## src/design/nbf_pkg.sv

```systemverilog
// ----------------------------------------------------------------------------
// nbf_pkg
// Shared types, constants and helpers for the nine-byte frame sensor decoder.
// ----------------------------------------------------------------------------
package nbf_pkg;

  // Frame geometry: the window keeps all but the closing byte of a frame.
  localparam int FRAME_LEN = 9;
  localparam int WIN_DEPTH = FRAME_LEN - 1;

  // Framing bytes.
  localparam logic [7:0] SYNC_HEAD = 8'h01;
  localparam logic [7:0] SYNC_TAIL = 8'hAA;

  // Frame class and type bytes.
  localparam logic [7:0] CLS_SENSOR    = 8'h02;
  localparam logic [7:0] TYP_TOUCH     = 8'h13;
  localparam logic [7:0] TYP_PERSON    = 8'h14;
  localparam logic [7:0] CLS_CTRL      = 8'h22;
  localparam logic [7:0] TYP_RESET_A   = 8'h50;
  localparam logic [7:0] TYP_RESET_B   = 8'h51;
  localparam logic [7:0] TYP_WHEEL_STP = 8'h56;
  localparam logic [7:0] TYP_WHEEL_QRY = 8'h59;
  localparam logic [7:0] CLS_TRAY      = 8'h92;
  localparam logic [7:0] TYP_TRAY      = 8'h03;
  localparam logic [7:0] SUB_TRAY      = 8'h01;
  localparam logic [7:0] CLS_IR        = 8'h95;
  localparam logic [7:0] TYP_IR        = 8'h01;
  localparam logic [7:0] BYTE_ZERO     = 8'h00;

  // Number of infrared channels carried by an infrared frame.
  localparam int IR_CNT = 4;

  // Wheel frame marks.
  typedef enum logic [1:0] {
    WHEEL_NONE  = 2'd0,
    WHEEL_STOP  = 2'd1,
    WHEEL_QUERY = 2'd2
  } wheel_t;

  // Full frame, byte 0 is the oldest.
  typedef logic [7:0] frame_t [FRAME_LEN];

  // Infrared distance set.
  typedef logic [7:0] ir_set_t [IR_CNT];

  // Everything the decoder extracts from one frame.
  typedef struct packed {
    logic [3:0]  touch;
    logic        reset_req;
    wheel_t      wheel;
    logic        moving_upd;
    logic        moving_val;
    logic        dist_upd;
    logic [15:0] dist_a;
    logic [15:0] dist_b;
    logic        ir_upd;
  } dec_t;

  // Halve a byte, rounding up.
  function automatic logic [7:0] half_up(input logic [7:0] b);
    logic [8:0] sum;
    sum = {1'b0, b} + 9'd1;
    return sum[8:1];
  endfunction

endpackage

```

## src/design/nine_byte_frame_sensor_decoder.sv

```systemverilog
// ----------------------------------------------------------------------------
// nine_byte_frame_sensor_decoder
// Finds nine-byte sensor frames in a received byte stream and decodes them.
// ----------------------------------------------------------------------------
// Usage:
//   Input channel in_*: one received byte per item (in_rx_byte), taken when
//   in_valid is high and in_stall is low.
//   Result channel out_*: exactly one result item per input item, offered on
//   out_valid and taken when out_stall is low. frame_done marks the byte that
//   closed a frame (oldest byte 0x01, closing byte 0xAA); the event fields are
//   zero otherwise, and the held fields always show the current sensor state.
//   Configuration channel cfg_*: one write sets send_enable; always ready.
// Timing:
//   The result of an accepted byte is offered in the next cycle. One byte is
//   taken every cycle while the receiver keeps up; the single result register
//   is refilled in the same cycle it drains.
//   in_stall is raised only while a result waits and out_stall is high.
// Reset:
//   Window empty, held distances and motion flag zero, send_enable set,
//   no result pending.
// ----------------------------------------------------------------------------
module nine_byte_frame_sensor_decoder (
  input  logic        clk,
  input  logic        rst_n,
  // Byte input
  input  logic        in_valid,
  output logic        in_stall,
  input  logic [7:0]  in_rx_byte,
  // Configuration write
  input  logic        cfg_valid,
  output logic        cfg_ready,
  input  logic        cfg_send_enable,
  // Results
  output logic        out_valid,
  input  logic        out_stall,
  output logic        out_frame_done,
  output logic [3:0]  out_touch_events,
  output logic        out_person_moving,
  output logic        out_send_reset,
  output logic [1:0]  out_wheel_frame,
  output logic [15:0] out_person_dist_a,
  output logic [15:0] out_person_dist_b,
  output logic [7:0]  out_ir_dist_0,
  output logic [7:0]  out_ir_dist_1,
  output logic [7:0]  out_ir_dist_2,
  output logic [7:0]  out_ir_dist_3
);
  import nbf_pkg::*;

  logic       accept;
  logic       frame_hit;
  logic [7:0] win_data  [WIN_DEPTH + 1];
  logic       win_valid [WIN_DEPTH + 1];
  frame_t     frame;
  dec_t       dec;
  ir_set_t    ir_val;

  logic        send_enable_r;
  logic        out_valid_r,  out_valid_nxt;
  logic        done_r,       done_nxt;
  logic [3:0]  touch_r,      touch_nxt;
  logic        reset_req_r,  reset_req_nxt;
  wheel_t      wheel_r,      wheel_nxt;
  logic        moving_r,     moving_nxt;
  logic [15:0] dist_a_r,     dist_a_nxt;
  logic [15:0] dist_b_r,     dist_b_nxt;
  ir_set_t     ir_r,         ir_nxt;

  // Handshake: take a byte whenever the result register is free or draining.
  assign in_stall  = out_valid_r && out_stall;
  assign accept    = in_valid && !in_stall;
  assign cfg_ready = 1'b1;

  // Byte window: a chain of cells, newest byte entering at cell 0.
  assign win_data[0]  = in_rx_byte;
  assign win_valid[0] = 1'b1;

  for (genvar g = 0; g < WIN_DEPTH; g++) begin : g_win
    nbf_cell u_cell (
      .clk      (clk),
      .rst_n    (rst_n),
      .shift_en (accept),
      .clear    (accept && frame_hit),
      .d_in     (win_data[g]),
      .v_in     (win_valid[g]),
      .d_out    (win_data[g + 1]),
      .v_out    (win_valid[g + 1])
    );
  end

  // Frame byte k sits in the cell k places from the oldest end.
  always_comb begin
    for (int k = 0; k < FRAME_LEN; k++) begin
      frame[k] = win_data[WIN_DEPTH - k];
    end
  end

  assign frame_hit = win_valid[WIN_DEPTH] && (win_data[WIN_DEPTH] == SYNC_HEAD) &&
                     (in_rx_byte == SYNC_TAIL);

  nbf_decode u_decode (
    .frame       (frame),
    .send_enable (send_enable_r),
    .dec         (dec),
    .ir_val      (ir_val)
  );

  // Next result and held sensor state.
  always_comb begin
    out_valid_nxt = out_valid_r && out_stall;
    done_nxt      = done_r;
    touch_nxt     = touch_r;
    reset_req_nxt = reset_req_r;
    wheel_nxt     = wheel_r;
    moving_nxt    = moving_r;
    dist_a_nxt    = dist_a_r;
    dist_b_nxt    = dist_b_r;
    ir_nxt        = ir_r;
    if (accept) begin
      out_valid_nxt = 1'b1;
      done_nxt      = frame_hit;
      touch_nxt     = '0;
      reset_req_nxt = 1'b0;
      wheel_nxt     = WHEEL_NONE;
      if (frame_hit) begin
        touch_nxt     = dec.touch;
        reset_req_nxt = dec.reset_req;
        wheel_nxt     = dec.wheel;
        if (dec.moving_upd) begin
          moving_nxt = dec.moving_val;
        end
        if (dec.dist_upd) begin
          dist_a_nxt = dec.dist_a;
          dist_b_nxt = dec.dist_b;
        end
        if (dec.ir_upd) begin
          ir_nxt = ir_val;
        end
      end
    end
  end

  // Control and held state registers.
  always_ff @(posedge clk) begin
    if (!rst_n) begin
      send_enable_r <= 1'b1;
      out_valid_r   <= 1'b0;
      moving_r      <= 1'b0;
      dist_a_r      <= '0;
      dist_b_r      <= '0;
      for (int i = 0; i < IR_CNT; i++) begin
        ir_r[i] <= '0;
      end
    end else begin
      if (cfg_valid && cfg_ready) begin
        send_enable_r <= cfg_send_enable;
      end
      out_valid_r <= out_valid_nxt;
      moving_r    <= moving_nxt;
      dist_a_r    <= dist_a_nxt;
      dist_b_r    <= dist_b_nxt;
      ir_r        <= ir_nxt;
    end
  end

  // Per-item event payload.
  always_ff @(posedge clk) begin
    done_r      <= done_nxt;
    touch_r     <= touch_nxt;
    reset_req_r <= reset_req_nxt;
    wheel_r     <= wheel_nxt;
  end

  // Held state only changes when the result register is refilled, so it
  // drives the held output fields directly.
  assign out_valid         = out_valid_r;
  assign out_frame_done    = done_r;
  assign out_touch_events  = touch_r;
  assign out_person_moving = moving_r;
  assign out_send_reset    = reset_req_r;
  assign out_wheel_frame   = wheel_r;
  assign out_person_dist_a = dist_a_r;
  assign out_person_dist_b = dist_b_r;
  assign out_ir_dist_0     = ir_r[0];
  assign out_ir_dist_1     = ir_r[1];
  assign out_ir_dist_2     = ir_r[2];
  assign out_ir_dist_3     = ir_r[3];

  // A closed frame empties the window.
  a_frame_clears: assert property (@(posedge clk) disable iff (!rst_n)
    accept && frame_hit |=> !win_valid[WIN_DEPTH])
    else $error("window not cleared after a frame");

  // Events appear only on the byte that closes a frame.
  a_events_on_frame: assert property (@(posedge clk) disable iff (!rst_n)
    out_valid && !out_frame_done |->
      out_touch_events == 4'd0 && !out_send_reset && out_wheel_frame == WHEEL_NONE)
    else $error("event reported without a frame");

  // A reset request needs the enable register set when the frame closed.
  a_reset_gated: assert property (@(posedge clk) disable iff (!rst_n)
    accept && frame_hit && !send_enable_r |=> !out_send_reset)
    else $error("reset request issued while disabled");

  // Held state is steady while a result is stalled.
  a_hold_steady: assert property (@(posedge clk) disable iff (!rst_n)
    out_valid && out_stall |=> $stable(dist_a_r) && $stable(moving_r))
    else $error("held state changed under a stalled result");

endmodule

```

## src/design/nbf_cell.sv

```systemverilog
// ----------------------------------------------------------------------------
// nbf_cell
// One stage of the byte window: holds a byte and its valid flag and hands
// both to the next stage when a new item is shifted in.
// ----------------------------------------------------------------------------
module nbf_cell (
  input  logic       clk,
  input  logic       rst_n,
  input  logic       shift_en,
  input  logic       clear,
  input  logic [7:0] d_in,
  input  logic       v_in,
  output logic [7:0] d_out,
  output logic       v_out
);

  logic [7:0] data_r;
  logic       valid_r;
  logic [7:0] data_nxt;
  logic       valid_nxt;

  // A frame clears the valid flag; otherwise the neighbor's byte moves in.
  always_comb begin
    data_nxt  = data_r;
    valid_nxt = valid_r;
    if (clear) begin
      valid_nxt = 1'b0;
    end else if (shift_en) begin
      data_nxt  = d_in;
      valid_nxt = v_in;
    end
  end

  always_ff @(posedge clk) begin
    if (!rst_n) begin
      valid_r <= 1'b0;
    end else begin
      valid_r <= valid_nxt;
    end
  end

  // The byte itself needs no reset: it is only read while valid.
  always_ff @(posedge clk) begin
    data_r <= data_nxt;
  end

  assign d_out = data_r;
  assign v_out = valid_r;

endmodule

```

## src/design/nbf_decode.sv

```systemverilog
// ----------------------------------------------------------------------------
// nbf_decode
// Classifies a complete frame by its class and type bytes and pulls out the
// touch, motion, distance, reset-request, wheel and infrared information.
// ----------------------------------------------------------------------------
module nbf_decode (
  input  nbf_pkg::frame_t  frame,
  input  logic             send_enable,
  output nbf_pkg::dec_t    dec,
  output nbf_pkg::ir_set_t ir_val
);
  import nbf_pkg::*;

  logic is_sensor;
  logic is_ctrl;

  assign is_sensor = (frame[1] == CLS_SENSOR);
  assign is_ctrl   = (frame[1] == CLS_CTRL);

  // Field extraction for each frame type.
  always_comb begin
    dec = '0;
    dec.wheel = WHEEL_NONE;

    // Touch and motion: active-low bits in byte 3.
    if (is_sensor && frame[2] == TYP_TOUCH) begin
      dec.touch[2:0] = ~frame[3][2:0];
      dec.moving_upd = 1'b1;
      dec.moving_val = ~frame[3][3];
    end

    // Two big-endian person distances.
    if (is_sensor && frame[2] == TYP_PERSON) begin
      dec.dist_upd = 1'b1;
      dec.dist_a   = {frame[3], frame[4]};
      dec.dist_b   = {frame[5], frame[6]};
    end

    // Reset command request, gated by the enable register.
    if (is_ctrl && (frame[2] == TYP_RESET_A || frame[2] == TYP_RESET_B) &&
        frame[3] == BYTE_ZERO && send_enable) begin
      dec.reset_req = 1'b1;
    end

    // Wheel frame marks.
    if (is_ctrl && frame[2] == TYP_WHEEL_STP) begin
      dec.wheel = WHEEL_STOP;
    end
    if (is_ctrl && frame[2] == TYP_WHEEL_QRY) begin
      dec.wheel = WHEEL_QUERY;
    end

    // Tray touch.
    if (frame[1] == CLS_TRAY && frame[2] == TYP_TRAY && frame[3] == SUB_TRAY) begin
      dec.touch[3] = 1'b1;
    end

    // Infrared distances.
    if (frame[1] == CLS_IR && frame[2] == TYP_IR) begin
      dec.ir_upd = 1'b1;
    end
  end

  // Rounded halves of the four infrared bytes.
  always_comb begin
    for (int i = 0; i < IR_CNT; i++) begin
      ir_val[i] = half_up(frame[3 + i]);
    end
  end

endmodule
```

## config.mk

```make
export PLATFORM = sky130hd
export DESIGN_NAME = nine_byte_frame_sensor_decoder
export DESIGN_NICKNAME = d
export VERILOG_FILES = /design/src/design/nbf_pkg.sv /design/src/design/nine_byte_frame_sensor_decoder.sv /design/src/design/nbf_cell.sv /design/src/design/nbf_decode.sv
export SDC_FILE = /design/constraint.sdc
export NUM_CORES = 1
export LEC_CHECK = 0
export BUFFER_PORTS_ARGS = -buffer_cell sky130_fd_sc_hd__buf_4
export CORE_ASPECT_RATIO = 2
export CORE_MARGIN = 2
export CORE_UTILIZATION = 45
export CTS_CLUSTER_DIAMETER = 120
export DETAILED_ROUTE_END_ITERATION = 10
export GPL_TIMING_DRIVEN = 0
export PLACE_DENSITY = 0.71
export SYNTH_ARGS = -nofsm -noshare
export SYNTH_HDL_FRONTEND = slang
export SYNTH_HIERARCHICAL = 1
export SYNTH_SLANG_ARGS = --single-unit
```

## constraint.sdc

```tcl
create_clock -name clk -period 5.65 [get_ports clk]
set_clock_uncertainty 0.1 [all_clocks]
set_input_delay 0.2825 -clock clk [delete_from_list [all_inputs] [get_ports clk]]
set_output_delay 0.2825 -clock clk [all_outputs]
set_load 0.005 [all_outputs]
```

# --- Word-level counts from Yosys, hierarchy flattened ---
# Cells that the tools add are included.
classes:
  shift: 0
  muxes: 8
  bitwise_logic: 5
  n_addsub: 4
  mul: 0
  reduce_logical: 25
  n_div: 0
  n_eq_ne: 15
  n_lt_le_gt_ge: 0
op_table:
  columns: ["cell", "n"]
  rows:
  - ["$add A8 B1 Y9 const B", 4]
  - ["$mux W33", 1]
  - ["$eq A8 B7 Y1 const B", 4]
  - ["$eq A8 B1 Y1 const B", 3]
  - ["$eq A8 B8 Y1 const B", 3]
  - ["$eq A8 B2 Y1 const B", 2]
  - ["$eq A8 B5 Y1 const B", 2]
  - ["$logic_and A1 B1 Y1", 15]
  - ["$reduce_and A3 Y1", 3]
  - ["$eq A8 B6 Y1 const B", 1]
  - ["$logic_not A8 Y1", 1]
  - ["$mux W1", 5]
  - ["$mux W2", 2]
  - ["$not A1 Y1", 4]
  - ["$reduce_and A2 Y1", 2]
  - ["$reduce_or A2 Y1", 2]
  - ["$not A3 Y3", 1]
  - ["$logic_not A1 Y1", 1]
  - ["$logic_or A1 B1 Y1", 1]
word_totals:
  ram_bits: 0
  reg_bits: 147
  n_memories: 0
  latch_bits: 0
  rom_bits: 0
  elab_cells: 88

# --- Depth between registers and ports, before layout ---
depth:
  word_depth: 6
  mapped_depth: 10
  mapped_depth_nobuf: 6

# --- By module ---
# The synthesis kept the hierarchy.
by_module_without_submodules:
  columns: ["module", "seq_area_each_um2", "area_each_um2", "n_inst", "cells_each"]
  rows:
  - ["nine_byte_frame_sensor_decoder", 1581.5, 3437.0, 1, 342]
  - ["nbf_cell", 260.2, 289.0, 8, 12]
  - ["nbf_decode", 0.0, 1148.6, 1, 174]

# --- Worst setup path after synthesis ---
# OpenSTA, ideal clock, no wires.
synth_path:
  path_type: "reg2reg"
  startpoint: "register out_valid_r (netlist: out_valid)"
  endpoint: "register g_win[0].u_cell.data_r[0], enable pin"
  setup_ps: 306
  setup_slack_ps: 3309
  required_time_ps: 5244
  arrival_ps: 1935
  path_buffers: 0
  stages_incl_launch_ff: 4
  path_cell_list: "dfxtp_1 a21boi_2 and2_1 nor2b_1"
synth_via:
  elab_chain_len: 6
synth_lines:
  columns: ["item", "line", "text"]
  rows:
  - ["start: declaration", "nine_byte_frame_sensor_decoder.sv:59", "logic out_valid_r, out_valid_nxt;"]
  - ["start signal: assignment", "nine_byte_frame_sensor_decoder.sv:158", "out_valid_r <= out_valid_nxt;"]
  - ["$logic_and A1 B1 Y1 *", "nine_byte_frame_sensor_decoder.sv:70", "assign in_stall = out_valid_r && out_stall;"]
  - ["$logic_not A1 Y1 *", "nine_byte_frame_sensor_decoder.sv:71", "assign accept = in_valid && !in_stall;"]
  - ["$logic_and A1 B1 Y1 *", "nine_byte_frame_sensor_decoder.sv:71", null]
  - ["net accept", "nine_byte_frame_sensor_decoder.sv:50", "logic accept;"]
  - ["$logic_and A1 B1 Y1", "nine_byte_frame_sensor_decoder.sv:83", ".clear (accept && frame_hit),"]
  - ["$not A1 Y1 (no line)", null, null]
  - ["$reduce_and A2 Y1 (no line) *", null, null]
  - ["end signal: assignment", "nbf_cell.sv:44", "data_r <= data_nxt;"]
  - ["end: declaration", "nbf_cell.sv:17", "logic [7:0] data_r;"]
# The timed path passes the listed nets; every way through them passes the cells marked *.
# A chain may end at the register's enable or synchronous reset.

# --- Worst setup path after layout ---
layout_path:
  startpoint: "register g_win[7].u_cell.data_r[1]"
  endpoint: "register g_win[3].u_cell.data_r[2], enable pin"
layout_via:
  elab_chain_len: 6
layout_lines:
  columns: ["item", "line", "text"]
  rows:
  - ["start: declaration", "nbf_cell.sv:17", null]
  - ["start signal: assignment", "nbf_cell.sv:44", null]
  - ["$eq A8 B1 Y1", "nine_byte_frame_sensor_decoder.sv:98", "assign frame_hit = win_valid[WIN_DEPTH] && (win_data[WIN_DEPTH] == SYNC_HEAD) &&"]
  - ["$logic_and A1 B1 Y1 (2 in series)", "nine_byte_frame_sensor_decoder.sv:98", null]
  - ["net frame_hit", "nine_byte_frame_sensor_decoder.sv:51", "logic frame_hit;"]
  - ["$logic_and A1 B1 Y1", "nine_byte_frame_sensor_decoder.sv:83", null]
  - ["$not A1 Y1 (no line)", null, null]
  - ["$reduce_and A2 Y1 (no line)", null, null]
  - ["end signal: assignment", "nbf_cell.sv:44", null]
  - ["end: declaration", "nbf_cell.sv:17", null]
# The timed path passes the listed nets, and every way through them passes these cells.

==> flow_metrics.py <==
metrics = {
    "status": {
        "status": "finished, final reports clean",
    },
    "routing": {
        "ant_nets": 0,
        "wl_per_cell_um": 18.8,
        "vias": 5239,
        "drc": 0,
        "dr.pass1.iters": 6,
        "drtIter0Drc": 374,
        "wirelength_mm": 17.7,
        "vias_per_cell": 5.56,
    },
    "sta": {
        "hold_viol_final": 0,
        "layout_min_cycle_time_ns": 3.37,
        "drv_slew": 0,
        "fin_hold_ws_ns": 0.127,
        "min_period_over_period_pct": 59.7,
        "tightest_slew_ns": 0.902,
        "setup_viol": 0,
        "grt_setup_unrepaired": "false",
        "tns_ns": 0,
        "slew_headroom_pct": 39.7,
        "max_clock_freq_mhz": 297,
    },
    "flow_run": {
        "cap_viol_max_count": 0,
    },
    "yosys": {
        "synthAdderAreaFrac_pct": 1.09,
        "yosys_register_bits": 147,
        "synth_compound_area_share_pct": 11.9,
        "synth_top_area_share_pct": 31.3,
        "synth_edf_count": 72,
        "ys_async_sr_fraction_pct": 0,
        "synth.avg_cell_area_um2": 11.3,
        "synthDistinctLibCells": 45,
        "netlist_top_cells_area": "edfxtp_1, dfxtp_1, a21boi_1",
        "synth_mux_area_share_pct": 1.45,
        "ys.warnings.count": 6,
        "syn_inst": 612,
        "synthSimpleGateAreaFrac_pct": 20.5,
        "synth.most_common_cell": "dfxtp_1",
        "synth_seq_area_share_pct": 53.1,
        "synth_top_family_by_area": "simple AND/OR/NAND/NOR gates",
        "yosys.area.top_type": "edfxtp_1",
        "synth_xor_area_share_pct": 3.05,
        "synthTopCellsByCount": "dfxtp_1, edfxtp_1, nand4_1",
        "synth_flop_cell": "dfxtp_1",
        "mappedNetlistArea_um2": 6900,
    },
    "clocking": {
        "hold_buffers": 11,
        "cts_setup_buffers": 0,
        "clk-insertion-delay-late_ns": 0.42,
        "cts_tree": "yes",
        "h-tree-depth": 4,
        "cts_root_buf": "clkbuf_16",
        "ctsLongestPathBuffers": 2,
        "clkTransAtPathRegs_ns": 0.06,
        "cts_sinks": 147,
        "cts-buffers-inserted": 17,
        "cts_resized": 0,
    },
    "floorplan": {
        "die_h_um": 179,
        "die_x_um": 91.5,
        "initial_core_util_pct": 45.6,
        "io_pins": 90,
        "num_rows": 64,
        "fp.coreArea_um2": 15100,
        "die-area_um2": 16400,
    },
    "cells_and_area": {
        "drive_gt1_share_pct": 24.6,
        "diodes": 0,
        "instances_no_fill": 942,
        "finalInstanceArea_um2": 8560,
        "syn2layout_area_growth_pct": 24.0,
        "nets": 751,
    },
    "power": {
        "power_leakage_uw": 0.00309,
        "power.ir.vdd_worst_v": 0.000212,
        "p_per_area_nw_per_um2": 293,
        "power.total_uw": 2510,
    },
    "placement": {
        "routabilityCongestion": 0.944,
        "dp_cells": 899,
        "placed_cell_area_um2": 7810,
        "portBuffers": 88,
        "dpl.hpwl_mm": 13.0,
    },
    "global_routing": {
        "grt_pass1_wl_mm": 27.1,
        "antenna_found_initial": 0,
        "grt_overflow": 0,
        "grt.total_usage_pct": 21.8,
        "grt_pass1_vias": 5056,
        "grt_max_degree": 30,
    },
    "worst_setup_path": {
        "crit_path_max_fanout": 16,
        "crit_type": "reg -> reg",
        "crit_arrival_ns": 3.35,
        "critical_path_required_ns": 5.63,
        "rr_worst_depth": 7,
        "worstSetupStartpointType": "flop",
        "crit_path_end_kind": "flop",
        "regToRegSetupSlack_ns": 2.28,
    },
    "hold_path": {
        "worstHoldPathType": "in -> reg",
        "hold_depth": 3,
    },
}
==> kinds of logic after synthesis <==
logic type | count (synthesis)
flip-flops | 147
buffers and inverters | 86
AND/OR/NAND/NOR | 208
other | 1
AO/OA/AOI/OAI | 130
adder cells (fa/ha/maj) | 6
multiplexers | 10
XOR/XNOR | 24
==> sequential cells by signal, summed over array words and instances (netlist names), 2 cells and up <==
| signal | count |
|---|---|
| out_ir_dist_2 | 8 |
| out_touch_events | 4 |
| out_wheel_frame | 2 |
| out_person_dist_a | 16 |
| out_ir_dist_1 | 8 |
| out_person_dist_b | 16 |
| g_win.u_cell/v_out | 8 |
| out_ir_dist_0 | 8 |
| g_win.u_cell/d_out | 64 |
| out_ir_dist_3 | 8 |
==> cells in the final DEF (no fill, tap or decap), types with 3 or more instances in the layout <==
| cell | count |
|---|---|
| nor2_1 | 15 |
| inv_1 | 30 |
| a21boi_0 | 4 |
| nand2_1 | 15 |
| nor3b_2 | 8 |
| o21ai_0 | 64 |
| inv_6 | 5 |
| nor2b_1 | 11 |
| buf_4 | 90 |
| a21boi_1 | 60 |
| nor4_1 | 26 |
| dfxtp_1 | 75 |
| nand4_1 | 71 |
| and2_1 | 9 |
| buf_1 | 3 |
| bufinv_16 | 4 |
| clkbuf_16 | 17 |
| xor2_1 | 5 |
| nand3_1 | 16 |
| clkbuf_2 | 5 |
| buf_6 | 6 |
| ha_1 | 6 |
| nor3_1 | 9 |
| edfxtp_1 | 72 |
| clkbuf_1 | 18 |
| nor4_2 | 12 |
| clkinv_2 | 3 |
| dlygate4sd3_1 | 11 |
| buf_12 | 6 |
| mux2i_1 | 10 |
| xnor2_1 | 19 |
| clkbuf_8 | 12 |
==> layout make-up <==
type	instances	area [µm²]
tap	198	248
buffer	56	500
inverter	30	113
fill	1290	6580
sequential	147	3660
multi-input combinational	380	2630
clock inverter	15	203
clock buffer	17	425
timing repair buffer	99	771
==> metrics by stage <==
step / setup slack, ns / utilization (%)
2_1_floorplan: 3.31 / -
3_3_place_gp: 2.37 / 51.6
3_5_place_dp: 2.35 / 51.6
4_1_cts: 2.26 / 56.5
5_1_grt: 2.13 / 56.5
6_report: 2.28 / 56.5
==> final timing paths <==
| path | from | end |
|---|---|---|
| setup / recovery | g_win[7].u_cell/d_out[1] | g_win[3].u_cell/d_out[2] |
| hold reg to reg | g_win[0].u_cell/d_out[7] | g_win[1].u_cell/d_out[7] |
| setup reg to reg | g_win[7].u_cell/d_out[1] | g_win[3].u_cell/d_out[2] |
| hold / removal | out_stall | out_valid |
==> critical path, cell delays in order, from the launching register on <==
cell and delay, ns:
edfxtp_1 0.36, nor3b_1 0.46, nand4_1 0.21, clkbuf_1 0.36
nor2b_1 0.19, clkbuf_1 0.28, and2_1 0.68, nor2b_1 0.39
==> power breakdown <==
group          internal, µW  switching, µW
combinational          50.4           71.9
sequential             1160           33.0
clock                   744            453
==> per-layer routing <==
metal | vias up | GRT usage (%) | part of all wire [%]
met2 | 188 | 39.2 | 51
met1 | 2495 | 25.2 | 41
met4 | 0 | 8.33 | 3.0
met3 | 32 | 4.54 | 4.8
met5 | - | 0 | 0
li1 | 2524 | - | -
Power figures use the tool's default switching activity.
